==> src/dsbf_pkg.sv <==
package dsbf_pkg;

  // line control characters
  localparam logic [7:0] SYM_DLE = 8'h10;
  localparam logic [7:0] SYM_STX = 8'h02;
  localparam logic [7:0] SYM_ETX = 8'h03;

  // command queue depth and pointer width
  localparam int unsigned QUEUE_DEPTH = 2;
  localparam int unsigned QPTR_W      = 1;
  localparam int unsigned QCNT_W      = 2;

  // one classified payload byte, as handed from front to back
  typedef struct packed {
    logic [7:0] data;
    logic       open_frame;
    logic       stuff;
    logic       close_frame;
    logic [7:0] bcc;
  } cmd_t;

  // emit sequencer phases
  typedef enum logic [2:0] {
    PH_START,
    PH_HDR_DLE,
    PH_HDR_STX,
    PH_STUFF_DLE,
    PH_DATA,
    PH_TRL_DLE,
    PH_TRL_ETX,
    PH_BCC
  } phase_t;

endpackage

==> src/dsbf_front.sv <==
module dsbf_front (
  input  logic              clk,
  input  logic              rst_n,
  input  logic              in_valid,
  input  logic              in_ready,
  input  logic [7:0]        in_payload_byte,
  input  logic              in_frame_last,
  output logic              push,
  output dsbf_pkg::cmd_t    push_cmd
);

  logic       inside_frame_r, inside_frame_nxt;
  logic [7:0] check_accum_r, check_accum_nxt;
  logic [7:0] accum_new;

  assign push = in_valid && in_ready;

  // classify the byte and fold it into the running check
  always_comb begin
    accum_new = (inside_frame_r ? check_accum_r : 8'h00) ^ in_payload_byte;
    push_cmd.data        = in_payload_byte;
    push_cmd.open_frame  = !inside_frame_r;
    push_cmd.stuff       = (in_payload_byte == dsbf_pkg::SYM_DLE);
    push_cmd.close_frame = in_frame_last;
    push_cmd.bcc         = accum_new ^ dsbf_pkg::SYM_ETX;
    inside_frame_nxt     = inside_frame_r;
    check_accum_nxt      = check_accum_r;
    if (push) begin
      inside_frame_nxt = !in_frame_last;
      check_accum_nxt  = in_frame_last ? 8'h00 : accum_new;
    end
  end

  // frame state
  always_ff @(posedge clk) begin
    if (!rst_n) begin
      inside_frame_r <= 1'b0;
      check_accum_r  <= 8'h00;
    end else begin
      inside_frame_r <= inside_frame_nxt;
      check_accum_r  <= check_accum_nxt;
    end
  end

endmodule

==> src/dsbf_queue.sv <==
module dsbf_queue (
  input  logic              clk,
  input  logic              rst_n,
  input  logic              push,
  input  dsbf_pkg::cmd_t    push_cmd,
  output logic              full,
  input  logic              pop,
  output logic              head_valid,
  output dsbf_pkg::cmd_t    head_cmd
);

  dsbf_pkg::cmd_t                      entry_r [dsbf_pkg::QUEUE_DEPTH];
  logic [dsbf_pkg::QPTR_W-1:0]         wr_ptr_r, rd_ptr_r;
  logic [dsbf_pkg::QCNT_W-1:0]         count_r, count_nxt;

  assign full       = (count_r == dsbf_pkg::QCNT_W'(dsbf_pkg::QUEUE_DEPTH));
  assign head_valid = (count_r != '0);
  assign head_cmd   = entry_r[rd_ptr_r];

  // occupancy
  always_comb begin
    count_nxt = count_r;
    if (push && !pop) count_nxt = count_r + 1'b1;
    if (pop && !push) count_nxt = count_r - 1'b1;
  end

  // pointers and count
  always_ff @(posedge clk) begin
    if (!rst_n) begin
      wr_ptr_r <= '0;
      rd_ptr_r <= '0;
      count_r  <= '0;
    end else begin
      if (push) wr_ptr_r <= wr_ptr_r + 1'b1;
      if (pop)  rd_ptr_r <= rd_ptr_r + 1'b1;
      count_r <= count_nxt;
    end
  end

  // storage
  always_ff @(posedge clk) begin
    if (push) entry_r[wr_ptr_r] <= push_cmd;
  end

endmodule

==> src/dsbf_back.sv <==
module dsbf_back (
  input  logic              clk,
  input  logic              rst_n,
  input  logic              head_valid,
  input  dsbf_pkg::cmd_t    head_cmd,
  output logic              pop,
  output logic              out_valid,
  input  logic              out_ready,
  output logic [7:0]        out_line_byte,
  output logic              out_run_end
);

  dsbf_pkg::phase_t phase_r, phase_nxt, cur_phase;
  logic             out_valid_r, out_valid_nxt;
  logic [7:0]       out_byte_r, out_byte_nxt;
  logic             out_end_r, out_end_nxt;
  logic             load;
  logic             final_byte;

  assign out_valid     = out_valid_r;
  assign out_line_byte = out_byte_r;
  assign out_run_end   = out_end_r;

  // next line byte, phase advance and queue pop
  always_comb begin
    load = head_valid && (!out_valid_r || out_ready);
    if (phase_r == dsbf_pkg::PH_START) begin
      if (head_cmd.open_frame)  cur_phase = dsbf_pkg::PH_HDR_DLE;
      else if (head_cmd.stuff)  cur_phase = dsbf_pkg::PH_STUFF_DLE;
      else                      cur_phase = dsbf_pkg::PH_DATA;
    end else begin
      cur_phase = phase_r;
    end

    final_byte = 1'b0;
    phase_nxt  = cur_phase;
    case (cur_phase)
      dsbf_pkg::PH_HDR_DLE: begin
        out_byte_nxt = dsbf_pkg::SYM_DLE;
        phase_nxt    = dsbf_pkg::PH_HDR_STX;
      end
      dsbf_pkg::PH_HDR_STX: begin
        out_byte_nxt = dsbf_pkg::SYM_STX;
        phase_nxt    = head_cmd.stuff ? dsbf_pkg::PH_STUFF_DLE : dsbf_pkg::PH_DATA;
      end
      dsbf_pkg::PH_STUFF_DLE: begin
        out_byte_nxt = dsbf_pkg::SYM_DLE;
        phase_nxt    = dsbf_pkg::PH_DATA;
      end
      dsbf_pkg::PH_DATA: begin
        out_byte_nxt = head_cmd.data;
        if (head_cmd.close_frame) begin
          phase_nxt = dsbf_pkg::PH_TRL_DLE;
        end else begin
          final_byte = 1'b1;
          phase_nxt  = dsbf_pkg::PH_START;
        end
      end
      dsbf_pkg::PH_TRL_DLE: begin
        out_byte_nxt = dsbf_pkg::SYM_DLE;
        phase_nxt    = dsbf_pkg::PH_TRL_ETX;
      end
      dsbf_pkg::PH_TRL_ETX: begin
        out_byte_nxt = dsbf_pkg::SYM_ETX;
        phase_nxt    = dsbf_pkg::PH_BCC;
      end
      dsbf_pkg::PH_BCC: begin
        out_byte_nxt = head_cmd.bcc;
        final_byte   = 1'b1;
        phase_nxt    = dsbf_pkg::PH_START;
      end
      default: begin
        out_byte_nxt = head_cmd.data;
        phase_nxt    = dsbf_pkg::PH_START;
      end
    endcase

    out_end_nxt = final_byte;
    pop         = load && final_byte;
    if (!load) begin
      phase_nxt    = phase_r;
      out_byte_nxt = out_byte_r;
      out_end_nxt  = out_end_r;
    end
    out_valid_nxt = load || (out_valid_r && !out_ready);
  end

  // sequencer state and output valid
  always_ff @(posedge clk) begin
    if (!rst_n) begin
      phase_r     <= dsbf_pkg::PH_START;
      out_valid_r <= 1'b0;
    end else begin
      phase_r     <= phase_nxt;
      out_valid_r <= out_valid_nxt;
    end
  end

  // output payload
  always_ff @(posedge clk) begin
    out_byte_r <= out_byte_nxt;
    out_end_r  <= out_end_nxt;
  end

endmodule

==> src/dle_stuffing_bcc_framer.sv <==
// path: each item is registered in the queue, then each byte in out_byte_r
// throughput: one line byte per cycle unless stalled by out_ready; 1 to 7 bytes
// per item (header 2, stuffed dle 1, payload 1, trailer 3), by the sequencer
// a 2-entry command queue lets input transfers continue while the output stalls
// reset: synchronous active-low rst_n closes any open frame, clears the check
// byte, empties the queue and drops out_valid
module dle_stuffing_bcc_framer (
  input  logic       clk,
  input  logic       rst_n,
  input  logic       in_valid,
  output logic       in_ready,
  input  logic [7:0] in_payload_byte,
  input  logic       in_frame_last,
  output logic       out_valid,
  input  logic       out_ready,
  output logic [7:0] out_line_byte,
  output logic       out_run_end
);

  dsbf_pkg::cmd_t push_cmd, head_cmd;
  logic           push, pop, full, head_valid;

  assign in_ready = !full;

  // classify bytes and track frame state
  dsbf_front u_front (
    .clk             (clk),
    .rst_n           (rst_n),
    .in_valid        (in_valid),
    .in_ready        (in_ready),
    .in_payload_byte (in_payload_byte),
    .in_frame_last   (in_frame_last),
    .push            (push),
    .push_cmd        (push_cmd)
  );

  // command queue between front and back
  dsbf_queue u_queue (
    .clk        (clk),
    .rst_n      (rst_n),
    .push       (push),
    .push_cmd   (push_cmd),
    .full       (full),
    .pop        (pop),
    .head_valid (head_valid),
    .head_cmd   (head_cmd)
  );

  // emit line bytes
  dsbf_back u_back (
    .clk           (clk),
    .rst_n         (rst_n),
    .head_valid    (head_valid),
    .head_cmd      (head_cmd),
    .pop           (pop),
    .out_valid     (out_valid),
    .out_ready     (out_ready),
    .out_line_byte (out_line_byte),
    .out_run_end   (out_run_end)
  );

endmodule
==> config.mk <==
export PLATFORM = sky130hd
export DESIGN_NAME = dle_stuffing_bcc_framer
export DESIGN_NICKNAME = d
export VERILOG_FILES = /design/src/dsbf_pkg.sv /design/src/dsbf_front.sv /design/src/dsbf_queue.sv /design/src/dsbf_back.sv /design/src/dle_stuffing_bcc_framer.sv
export SDC_FILE = /design/constraint.sdc
export NUM_CORES = 1
export LEC_CHECK = 0
export ABC_AREA = 1
export BUFFER_PORTS_ARGS = -buffer_cell sky130_fd_sc_hd__buf_2
export CAP_MARGIN = 20
export CORE_UTILIZATION = 35
export CTS_CLUSTER_DIAMETER = 150
export CTS_CLUSTER_SIZE = 10
export DETAILED_ROUTE_END_ITERATION = 8
export GPL_ROUTABILITY_DRIVEN = 1
export PLACE_DENSITY = 0.56
export SYNTH_ARGS = -nofsm -noshare
export SYNTH_HDL_FRONTEND = slang
export SYNTH_SLANG_ARGS = --single-unit
==> constraint.sdc <==
create_clock -name clk -period 2.6 [get_ports clk]
set_clock_uncertainty 0.05 [all_clocks]
set_input_delay 0.39 -clock clk [delete_from_list [all_inputs] [get_ports clk]]
set_output_delay 0.39 -clock clk [all_outputs]
set_load 0.005 [all_outputs]
Yosys cells after proc, flatten, opt, wreduce, memory -nomap -nowiden --
Memory sizes are Yosys's and may differ from the RTL's. A register that Yosys moved wholly into a read port is not among the register bits. Cells that the tools add are included.
Storage, ports and cells: memories kept 1, input port bits 13, register bits 26, RAM bits 38, output and inout port bits 11
Memories:
- u_queue.entry_r | words 2, bits a word 19, rd ports 1, clocked after Yosys merged registers in 1, wr ports 1, RTL line dsbf_queue.sv:12 | dsbf_pkg::cmd_t entry_r [dsbf_pkg::QUEUE_DEPTH];
Operators by class: muxes and demuxes 16, bitwise operators 2, $add $sub $neg 4, reductions and logical operators 19, eq/ne operators 9
Operators with widths (number):
- 8-bit one-hot mux with 4 select lines | 1
- 3-bit one-hot mux with 6 select lines | 1
- 8-bit 2-to-1 mux | 2
- 3-bit equality test (second input constant) | 4
- 3-bit 2-to-1 mux | 4
- 8-bit by 5-bit equality test with 1-bit output (second input constant) | 1
- 8-bit XOR | 1
- 1-bit logical NOT | 7
- 3-bit by 2-bit equality test with 1-bit output (second input constant) | 2
- 1-bit logical AND | 6
- 1-bit 2-to-1 mux | 5
- 2-bit 2-to-1 mux | 2
- 2-bit nonzero test | 2
- 3-bit by 1-bit equality test with 1-bit output (second input constant) | 1
- 3-bit logical NOT | 1
- 3-bit OR reduction | 1
- 1-bit adder (second input constant) | 2
- 2-bit by 1-bit adder with 2-bit output (second input constant) | 1
- 2-bit equality test (second input constant) | 1
- 1-bit logical OR | 2
- 2-bit inverter | 1
- 1-bit one-hot mux with 2 select lines | 1
- 2-bit by 1-bit subtractor with 2-bit output (second input constant) | 1

Depth between registers and ports, before layout --
word-level depth 10, gate-level depth with buffers 18

Cells and area by module --
Synthesis repeated with hierarchy kept, for this count alone.
Unflattened totals: cells, all modules 268, area, all modules 2984.1 um^2
By module, submodules not included:
- dsbf_queue | area an instance 1650.3 um^2, times used 1, cells an instance 94
- dsbf_back | area an instance 685.7 um^2, times used 1, cells an instance 79
- dsbf_front | area an instance 644.4 um^2, times used 1, cells an instance 94
- dle_stuffing_bcc_framer | area an instance 3.8 um^2, times used 1, cells an instance 1

Worst setup path before layout --
No wires, ideal clock.
path type flip-flop to flip-flop, from reg u_queue.count_r[0] (netlist bit), to mem u_queue.entry_r[1][0] (netlist bit), enable pin, period minus slack after synthesis 2.159 ns, setup slack 0.441 ns, data arrival time 1.713 ns, stages on the path, launching flop included 6, data required time 2.154 ns, cells stage by stage dfxtp_1 -> inv_1 -> nand2_1 -> nand2_1 -> clkbuf_1 -> nor2_1
Between the ends: word-level cells in the longest chain between the ends 5
Ends and longest elaborated chain:
- start, declared | RTL line dsbf_queue.sv:14 | logic [dsbf_pkg::QCNT_W-1:0] count_r, count_nxt;
- start signal, assigned | RTL line dsbf_queue.sv:36 | count_r <= count_nxt;
- 2-bit equality test | RTL line dsbf_queue.sv:16 | assign full = (count_r == dsbf_pkg::QCNT_W'(dsbf_pkg::QUEUE_DEPTH));
- 1-bit logical NOT | RTL line dle_stuffing_bcc_framer.sv:23 | assign in_ready = !full;
- via in_ready | RTL line dle_stuffing_bcc_framer.sv:11 | output logic in_ready,
- 1-bit logical AND | RTL line dsbf_front.sv:16 | assign push = in_valid && in_ready;
- 1-bit 2-to-1 mux | RTL line dsbf_queue.sv:42 | if (push) entry_r[wr_ptr_r] <= push_cmd;
- 1-bit 2-to-1 mux (not written as such) | RTL line dsbf_queue.sv:42
- end, declared | RTL line dsbf_queue.sv:12
The timed path passes the listed nets, and every way through them passes these cells.

==> reports/metrics.csv <==
metric,value,unit
fin_nets,310,
min_path_cells,1,
fin_area,3176,µm²
rsz0062_at_grt,false,
fin_ws,0.3737,ns
cts_resized,0,
pwr_density_cell,1033,nW/µm²
slew_headroom,0.6083,
synth.top_cells.by_area,"edfxtp_1 (52%), dfxtp_1 (13%), nand2_1 (9.4%)",
post-route-period-util,0.8563,
final.min_clock_period,2.226,ns
gr-usage-all-layers,0.1398,
yosysSeqAreaShare,0.6492,
clk_latency,0.34,ns
synth.most_common_cell,nand2_1,
crit_fanout,10,
ys_types,28,
via_per_inst,4.623,
die_y,90.30,µm
first_pass_iters,4,
drive_above_1_share,0.1827,
grt_pass1_vias,1775,
crit_slowest_cell,dfxtp_1,
synth_edf_count,47,
core_area,7408,µm²
p_leak,1.272,nW
clockBufferDepth,2,
cp-start-kind,flip-flop,
grt_max_degree,21,
hold_class,input port to flip-flop,
avgSynthCellArea,10.30,µm²
gp_congestion,0.8220,
grt_overflow,0,
hp-start,in_payload_byte[7],
end_kind,flip-flop,
yosys_most_used_dff,edfxtp_1,
clkSinkCount,65,
cts_setup_buffers,0,
worstPathCellList,"inv_1, nand2_1, nand2_1, nand2_1, nand2_1, nand2_2, inv_2, nand2_4, o21ai_4, inv_1, nor2_1, ha_1, inv_1, nand2_1, nor2_1, o21ai_0, a21oi_1",
rows,31,
syn_to_final_growth,16.37,%
die_x,90.30,µm
ys_ff_latch,65,
tightest_slew,0.5814,ns
tns,0,ns
hold_buffers,0,
hold_viol_final,0,
syn_area,2729,µm²
syn_nets,279,
final_max_slew_viol_count,0,
drc_errors,0,
cp_top_family,simple AND/OR/NAND/NOR gates,
yosys-top-cells-count,"nand2_1 (68), edfxtp_1 (47), nor2_1 (28)",
io_buffers,23,
synth_top_cell_by_area,edfxtp_1,
peakVddDrop,0.2933,mV
place_ws,0.4031,ns
dp_hpwl,3726,µm
vias,1849,
clkTransAtPathRegs,0.07,ns
place_area,2960,µm²
drtAntennaViolNets,0,
cp_num_buf_inv,4,
num_antenna_cells,0,
wl_per_cell,12.91,µm
die-area,8154,µm²
cts_buffers,9,
start_util,0.3683,
synthDominantCellAreaShare,0.5172,
drtIter0Drc,119,
crit_type,flip-flop to flip-flop,
wl,5165,µm
grt_antenna_before_repair,0,
yosys_warnings,0,
status,"finished, final reports clean",
syn_inst,265,
drv_cap,0,
setup_viol,0,
pin_count,24,
cts_tree,done,
async_flop_share,0,
r2r_cells,17,
cts_max_level,3,
cp_data_arrival_time,2.45,ns
hold_end,u_queue.entry_r[0][18]$_DFFE_PP_,
fmaxAchievable,449.2,MHz
slowest_delay,0.31,ns
clockRootBuffer,clkbuf_8,
worstPathRequired,2.82,ns
grt_pass1_wl,8611,µm
holdWs,0.2398,ns
r2r_end,u_queue.count_r[1]$_SDFFE_PN0P_,
crit_path_frequent_cell,nand2_1,
reg2reg_slack,0.37,ns
[stage by stage]
stage / total power (W) / instances / util
2_1_floorplan: 0.002136 / 265 / -
3_3_place_gp: 0.002409 / 384 / 0.3996
3_5_place_dp: 0.002419 / 384 / 0.3996
4_1_cts: 0.003320 / 400 / 0.4286
5_1_grt: 0.003497 / 400 / 0.4286
6_report: 0.003282 / 400 / 0.4286
[layout make-up]
| type | count | area, µm² |
|---|---|---|
| Inverter | 27 | 101.3 |
| Timing Repair Buffer | 27 | 145.1 |
| Clock buffer | 12 | 165.2 |
| Clock inverter | 4 | 50.05 |
| Multi-Input combinational cell | 166 | 818.3 |
| Tap cell | 99 | 123.9 |
| Fill cell | 730 | 4233 |
| Sequential cell | 65 | 1772 |
[power breakdown]
group	switching, W	total, W	internal, W
sequential	0.0000805	0.00144	0.00136
combinational	0.000624	0.000942	0.000318
clock	0.000377	0.000896	0.000519
[cell families (layout without fill, tap and decap cells)]
group | Yosys count | in the layout | share of synthesized area
buf+inv | 34 | 70 | 0.05090
flops | 65 | 65 | 0.6492
xor+xnor | 8 | 8 | 0.02568
simple gates | 119 | 119 | 0.1834
compound gates | 38 | 38 | 0.08620
fa+ha+maj | 1 | 1 | 0.004584
[worst max-delay path by stage]
stage	startpoint	end	slack, ns	depth (start not counted)
6_report	flip-flop	u_queue.count_r[1]$_SDFFE_PN0P_	0.37	17
4_1_cts	flip-flop	u_queue.count_r[1]$_SDFFE_PN0P_	0.36	17
3_3_place_gp	flip-flop	u_queue.count_r[1]$_SDFFE_PN0P_	0.46	17
5_1_grt	flip-flop	u_queue.count_r[1]$_SDFFE_PN0P_	0.12	17
3_5_place_dp	flip-flop	u_queue.count_r[1]$_SDFFE_PN0P_	0.40	17
2_1_floorplan	u_queue.count_r[0]$_SDFFE_PN0P_	u_queue.entry_r[1][0]$_DFFE_PP_	0.44	5
[metal layers]
metal | track usage | share of wire | vias to the layer above
met4 | 0.09677 | 0.028 | 0
met1 | 0.1777 | 0.49 | 861
li1 | - | - | 945
met2 | 0.2144 | 0.46 | 29
met3 | 0.02778 | 0.026 | 14
met5 | 0 | 0 | -
[placed cells by master (no fill, tap or decap), types with 3 or more instances in the layout]
master / n
or2_1: 5
o21ai_0: 7
inv_1: 24
buf_4: 4
xor2_1: 8
buf_2: 23
a22oi_1: 6
edfxtp_1: 47
clkbuf_8: 12
dfxtp_1: 18
nand2_1: 68
nor2_1: 28
nand3_1: 6
a21oi_1: 18
inv_2: 3
nand2_2: 6
[sequential cells by signal, summed over array words and instances (netlist names), named ones only]
name                    count
u_back.out_line_byte        8
u_back.out_run_end          1
u_back.out_valid            1
u_back.phase_r              3
u_front.check_accum_r       8
u_front.inside_frame_r      1
u_queue.count_r             2
u_queue.entry_r            38
u_queue.rd_ptr_r            1
u_queue.wr_ptr_r            1
No activity file was read; power rests on OpenSTA's default activity.
